**src/rtl/stbs_pkg.sv**
```systemverilog
`timescale 1ns / 1ps

package stbs_pkg;

  localparam int KEY_W = 32;
  localparam int IDX_W = 10;
  localparam int CNT_W = 11;

  localparam logic OP_WRITE  = 1'b0;
  localparam logic OP_SEARCH = 1'b1;

  // controller -> datapath
  typedef struct packed {
    logic load;   // start a search: latch key, set bounds
    logic wr;     // store a table word
    logic probe;  // read the midpoint entry
    logic step;   // compare; move a bound, or record a hit
    logic post;   // load the output register
  } cmd_t;

  // datapath -> controller
  typedef struct packed {
    logic more;   // low has not passed high
    logic eq;     // probed entry equals the key
  } status_t;

endpackage

```
**src/rtl/stbs_ctrl.sv**
```systemverilog
`timescale 1ns / 1ps

module stbs_ctrl (
  input  logic             clk,
  input  logic             rst,
  input  logic             in_valid,
  input  logic             operation,
  output logic             in_ready,
  output logic             out_valid,
  input  logic             out_ready,
  input  stbs_pkg::status_t status,
  output stbs_pkg::cmd_t    cmd
);

  typedef enum logic [3:0] {
    S_IDLE  = 4'b0001,
    S_PROBE = 4'b0010,
    S_CMP   = 4'b0100,
    S_DONE  = 4'b1000
  } state_t;

  state_t state, state_next;
  logic   out_valid_next;
  logic   slot_free;

  assign slot_free = !out_valid || out_ready;
  assign in_ready  = (state == S_IDLE);

  always_comb begin
    state_next = state;
    cmd        = '0;
    case (state)
      S_IDLE: begin
        if (in_valid) begin
          if (operation == stbs_pkg::OP_SEARCH) begin
            cmd.load   = 1'b1;
            state_next = S_PROBE;
          end else begin
            cmd.wr = 1'b1;
          end
        end
      end
      S_PROBE: begin
        if (status.more) begin
          cmd.probe  = 1'b1;
          state_next = S_CMP;
        end else begin
          state_next = S_DONE;
        end
      end
      S_CMP: begin
        cmd.step   = 1'b1;
        state_next = status.eq ? S_DONE : S_PROBE;
      end
      S_DONE: begin
        if (slot_free) begin
          cmd.post   = 1'b1;
          state_next = S_IDLE;
        end
      end
      default: state_next = S_IDLE;
    endcase
  end

  always_comb begin
    if (cmd.post) begin
      out_valid_next = 1'b1;
    end else if (out_ready) begin
      out_valid_next = 1'b0;
    end else begin
      out_valid_next = out_valid;
    end
  end

  always_ff @(posedge clk) begin
    if (rst) begin
      state     <= S_IDLE;
      out_valid <= 1'b0;
    end else begin
      state     <= state_next;
      out_valid <= out_valid_next;
    end
  end

  // result never overwrites a word still waiting
  a_post_free: assert property (@(posedge clk) disable iff (rst)
    cmd.post |-> slot_free)
    else $error("result posted over a pending word");

  // a search always starts with a bound check
  a_load_probe: assert property (@(posedge clk) disable iff (rst)
    cmd.load |=> state == S_PROBE)
    else $error("search did not enter probe");

  // each compare follows a memory read
  a_cmp_after_probe: assert property (@(posedge clk) disable iff (rst)
    state == S_CMP |-> $past(cmd.probe))
    else $error("compare without a read");

endmodule

```
**config.mk**
```make
export PLATFORM = sky130hd
export DESIGN_NAME = stbs_ctrl
export DESIGN_NICKNAME = d
export VERILOG_FILES = /design/src/rtl/stbs_pkg.sv /design/src/rtl/stbs_ctrl.sv
export SDC_FILE = /design/constraint.sdc
export NUM_CORES = 1
export LEC_CHECK = 0
export BUFFER_PORTS_ARGS = -buffer_cell sky130_fd_sc_hd__buf_2
export CORE_AREA = 3 3 40 42
export CTS_CLUSTER_DIAMETER = 60
export DETAILED_ROUTE_END_ITERATION = 16
export DIE_AREA = 0 0 43 45
export PLACE_DENSITY_LB_ADDON = 0.2
export SLEW_MARGIN = 5
export SYNTH_ARGS = -nofsm -noshare
export SYNTH_HDL_FRONTEND = slang
export SYNTH_SLANG_ARGS = --single-unit
```
**constraint.sdc**
```tcl
create_clock -name clk -period 3 [get_ports clk]
set_input_delay 0.3 -clock clk [delete_from_list [all_inputs] [get_ports clk]]
set_output_delay 0.3 -clock clk [all_outputs]
set_load 0.05 [all_outputs]
```
==> impl_metrics.py, run 1 <==
metrics = {
    "sta": {
        "tns_ns": 0,
        "fin_crit_ns": 1.97,
        "drv_slew": 0,
        "hold_violations": 0,
        "final-setup-viol-count": 0,
        "period_share_pct": 65.8,
        "max_slew_margin_pct": 77.3,
        "tightest_slew_ns": 0.340,
        "fin_skew_ns": 0.0000944,
        "hold_slack_ns": 0.308,
        "rsz0062_at_grt": "false",
        "fmax_mhz": 506,
    },
    "logic_synthesis": {
        "ys_types": 23,
        "synthArstFlopShare_pct": 0,
        "synth_seq_area_share_pct": 30.8,
        "ys_warn_count": 0,
        "synth.top_cell.area_share_pct": 30.8,
        "netlist_area_um2": 325,
        "synthTopCellsByArea": "dfxtp_1 (31%), and3b_1 (5.4%), nor4b_1 (5.4%), o32ai_2 (5.0%), a21oi_1 (4.6%)",
        "synth.largest_area_cell": "dfxtp_1",
        "synth_edf_count": 0,
        "syn_inst": 34,
        "synth_top_flop_cell": "dfxtp_1",
        "syn_nets": 41,
        "ys_ff_latch": 5,
        "synthTopCellsByCount": "dfxtp_1 (5), a21oi_1 (3)",
        "synth.most_common_cell": "dfxtp_1",
        "syn_area_per_cell_um2": 9.57,
    },
    "setup_path": {
        "crit_fanout": 9,
        "crit_slowest_cell": "or4b_4",
        "crit_chain": "or4b_4 -> and2b_1 -> buf_2",
        "critPathKind": "flop to output pin",
        "cp.required_ns": 2.70,
        "arrival_ns": 1.67,
        "slowest_delay_ns": 0.52,
        "end_kind": "output pin",
        "startpoint_type": "flop",
    },
    "outcome": {
        "status": "finished clean",
    },
    "placed_design": {
        "placed_cells": 59,
        "io_buffers": 13,
        "gp_congestion": 0.687,
    },
    "final_layout": {
        "area_growth_pct": 27.7,
        "drive_gt1_share_pct": 43.8,
        "fill_cells": 150,
        "final_cells": 63,
        "final_nets": 56,
        "multi_input_area_um2": 201,
        "num_antenna_cells": 0,
        "regArea_um2": 100,
        "final_core_util_pct": 32.3,
    },
    "floorplanning": {
        "die_area_mm2": 0.00194,
        "die_w_um": 43,
        "start_util_pct": 25.3,
        "io_pins": 14,
        "core-area_mm2": 0.00128,
        "rows": 13,
        "die_h_um": 45,
    },
    "global_route": {
        "overflow": 0,
        "grt_pass1_wl_um": 1080,
        "first_global_vias": 280,
        "antenna_found_initial": 0,
        "grt_max_degree": 11,
        "grt_usage_pct": 7.75,
    },
    "power": {
        "p_int_uw": 128,
        "p_seq_share_pct": 40.9,
        "switching_share_pct": 26.4,
        "p_sw_uw": 45.8,
        "pwr-share-comb_pct": 15.2,
        "p_clk_share_pct": 43.8,
        "ir_drop_mv": 0.145,
        "total_leakage_power_uw": 0.000189,
        "power_density_mw_per_mm2": 417,
        "p_total_uw": 173,
    },
    "detailed_routing": {
        "drt_iter0_drc": 3,
        "dr_total_vias": 305,
        "wl_per_cell_um": 10.7,
        "ant_nets": 0,
        "drc": 0,
        "firstDrtPassIters": 3,
        "vias_per_cell": 4.84,
        "routed_wl_um": 671,
    },
    "clocking": {
        "htree_levels": 1,
        "clk_pin_slew_ns": 0.04,
        "clockRootBuffer": "clkbuf_4",
        "cts_tree": "done",
        "cts_made_buffers": 3,
        "clock_path_buffers": 2,
        "cts_resized": 0,
        "cts.sinks": 5,
        "clock_latency_ns": 0.24,
        "post_cts_buffers": 0,
        "holdBufCountCts": 0,
    },
    "hold_path": {
        "hp-class": "primary input to flop",
    },
    "run": {
        "drv_cap": 0,
    },
}
-- path summary, 6_finish.rpt --
kind / slack [ns] / depth (start not counted) / startpoint / to
worst max-delay path: 1.03 / 3 / state[3] / cmd[0]
worst min register to register: 0.56 / 2 / out_valid / out_valid
worst max register to register: 1.62 / 2 / state[2] / state[1]
worst min-delay path: 0.31 / 2 / rst / state[1]
-- cells by family after synthesis --
group                  after synthesis  synth area share [%]
flip-flops                           5                  30.8
buffers and inverters                4                  9.23
AND/OR/NAND/NOR                     18                  41.2
AO/OA/AOI/OAI                        7                  18.8
-- critical path: cells and delay by family, from the launching register on --
kind / cells / cell delay, ns
simple gates: 2 / 0.72
flops: 1 / 0.47
buf+inv: 1 / 0.25
-- cells in the final DEF, fill, tap and decap left out, drive strengths merged, types with 2 or more instances in the layout --
master / netlist / final
nor4b: 2 / 2
and2b: 2 / 2
clkbuf: 0 / 4
buf: 3 / 13
a21oi: 3 / 3
nor2: 2 / 2
dfxtp: 5 / 5
and3b: 2 / 2
-- state kept, by name, summed over array words and instances, names as in the netlist --
register and count:
state 4, out_valid 1
-- power groups by stage --
stage / Combinational, uW / Clock, uW / Sequential (uW)
final: 26.4 / 75.9 / 70.9
after global placement: 26.7 / 0 / 72.1
after detailed placement: 26.6 / 0 / 72.0
after global routing: 28.3 / 85.3 / 71.2
after floorplan: 19.8 / 0 / 70.3
after CTS: 26.7 / 80.7 / 70.9
-- area by class of cell --
cell class	instances	area share (%)
inverters	1	0.904
flip-flops and latches	5	24.1
multi-input cells	25	48.5
repair buffers	13	15.7
well taps	15	4.52
clock buffers	4	6.33
-- per-layer routing --
metal | wire (um) | track usage, % | vias up
met5 | 0 | 0 | -
met4 | 15 | 7.23 | 0
met3 | 41 | 2.79 | 2
met2 | 297 | 10.5 | 10
met1 | 316 | 9.42 | 136
li1 | - | - | 157
-- metrics by stage --
stage          setup slack [ns]  cell area (um^2)
4_1_cts                    1.00               415
3_5_place_dp               1.26               389
5_1_grt                   0.940               415
2_1_floorplan             0.659               332
6_report                   1.03               415
3_3_place_gp               1.29               389
Note: power is estimated with default switching activity, not from simulation.
==> inputs of run 2 (changes only) <==
- clock period: 3 -> 1.99 ns (I/O delays scaled with it)
==> run 2 against run 1 <==
  * Worst setup slack worse by 0.89 ns
  * Power up 50%
  * Routed wire length up 1.2%
  * Register-to-register slack worse by 1.0 ns
  * Sequential share of layout area down 0.77 points
  * Final cell count up 1.6%
  * First-iteration DRC count rose to 3.0 times the previous value
  * Combinational power up 52%
  * Sequential cell count unchanged
  * Clock power up 48%
==> impl_metrics.py, run 2 (synthesized netlist as in run 1, its figures left out) <==
metrics = {
    "power": {
        "switching_share_pct": 25.9,
        "pwr-share-comb_pct": 15.5,
        "p_total_uw": 259,
        "ir_drop_mv": 0.226,
        "total_leakage_power_uw": 0.000195,
        "p_int_uw": 192,
        "p_seq_share_pct": 41.3,
        "p_clk_share_pct": 43.2,
        "power_density_mw_per_mm2": 604,
        "p_sw_uw": 67.1,
    },
    "final_layout": {
        "reg_top3": "state: 4 flops, out_valid: 1 flops",
        "largest_reg_flops": 4,
        "multi_input_area_um2": 208,
        "regArea_um2": 100,
        "fill_cells": 144,
        "drive_gt1_share_pct": 46.9,
        "final_nets": 57,
        "num_antenna_cells": 0,
        "layout_commonest_cell": "buf_2",
        "max_flop_register": "state",
        "area_growth_pct": 31.9,
        "stdcell_area_um2": 429,
        "mostFrequentLayoutCells": "buf_2 (13), dfxtp_1 (5), a21oi_1 (3), clkbuf_4 (3)",
    },
    "clocking": {
        "cts_resized": 0,
        "clockRootBuffer": "clkbuf_4",
        "cts_tree": "done",
        "clk_pin_slew_ns": 0.04,
        "cts.sinks": 5,
        "clock_latency_ns": 0.23,
        "holdBufCountCts": 0,
        "htree_levels": 1,
        "post_cts_buffers": 0,
        "clock_path_buffers": 2,
        "cts_made_buffers": 3,
    },
    "sta": {
        "fin_crit_ns": 1.85,
        "tightest_slew_ns": 0.349,
        "max_slew_margin_pct": 76.7,
        "hold_violations": 0,
        "fmax_mhz": 540,
        "fin_ws_ns": 0.138,
        "rsz0062_at_grt": "false",
        "period_share_pct": 93.1,
        "final-setup-viol-count": 0,
        "drv_slew": 0,
        "fin_skew_ns": 0.00192,
    },
    "detailed_routing": {
        "routed_wl_um": 679,
        "ant_nets": 0,
        "firstDrtPassIters": 6,
        "vias_per_cell": 4.95,
        "wl_per_cell_um": 10.6,
        "drc": 0,
        "drt_iter0_drc": 9,
        "dr_total_vias": 317,
    },
    "setup_path": {
        "r2r_start": "state[2]",
        "crit_fanout": 10,
        "startpoint_type": "flop",
        "cp.required_ns": 1.79,
        "critPathKind": "flop to output pin",
        "crit_start": "state[1]",
        "arrival_ns": 1.65,
        "end_kind": "output pin",
    },
    "placed_design": {
        "placed_cell_area_um2": 403,
        "place.detailed.hpwl_um": 558,
        "pre_cts_ws_ns": 0.387,
        "gp_congestion": 0.670,
        "io_buffers": 13,
    },
    "floorplanning": {
        "die_area_mm2": 0.00194,
        "io_pins": 14,
        "die_w_um": 43,
        "die_h_um": 45,
        "core-area_mm2": 0.00128,
        "rows": 13,
        "start_util_pct": 25.3,
    },
    "hold_path": {
        "hp-start": "rst",
        "hp-class": "primary input to flop",
    },
    "global_route": {
        "grt_max_degree": 11,
        "overflow": 0,
        "first_global_vias": 264,
        "grt_usage_pct": 8.24,
        "grt_pass1_wl_um": 1170,
        "antenna_found_initial": 0,
    },
    "outcome": {
        "status": "finished clean",
    },
    "run": {
        "drv_cap": 0,
    },
}
[run 2: cell types whose count changed in the layout (fill, tap and decap cells not counted), sizes merged]
cell,delta
buf,+1
[run 2: power by group through the flow]
stage | combinational, uW | clock, uW | sequential [uW]
CTS | 40.7 | 118 | 107
finish | 40.1 | 112 | 107
floorplan | 30.0 | 0 | 106
detailed placement | 40.6 | 0 | 109
global placement | 40.6 | 0 | 109
global route | 42.8 | 125 | 108
[run 2: worst paths after layout]
path / end / slack, ns / cells past startpoint
worst max-delay path: cmd[0] / 0.14 / 3
worst min register to register: out_valid / 0.55 / 2
worst min-delay path: state[1] / 0.21 / 2
worst max register to register: state[1] / 0.61 / 2
[run 2: area by class of cell]
type                            instances  area share [%]
Multi-Input combinational cell         25            48.4
Sequential cell                         5            23.3
Timing Repair Buffer                   14            16.9
Clock buffer                            4            6.12
Tap cell                               15            4.37
Inverter                                1           0.875
[run 2: metal layers]
layer  track usage [%]  vias to the layer above  wire length [um]  share of wire [%]
li1                  -                      159                 -                  -
met1              11.1                      141               325                 48
met2              10.5                       13               278                 41
met3              3.59                        4                58                8.5
met4              5.42                        0                17                2.5
met5                 0                        -                 0                  0
[run 2: worst max-delay path, cell delays in order, from the launching register on]
cell     delay [ns]
dfxtp_1        0.40
or4b_4         0.57
and2b_1        0.20
buf_2          0.25
[run 2: stage by stage]
step	setup TNS (ns)	utilization [%]	hold slack (ns)	cells
detailed placement	0	31.4	0.460	60
global placement	0	31.4	0.453	60
finish	0	33.4	0.212	64
floorplan	-1.04	-	0.268	34
CTS	0	33.4	0.205	64
global route	0	33.4	0.215	64
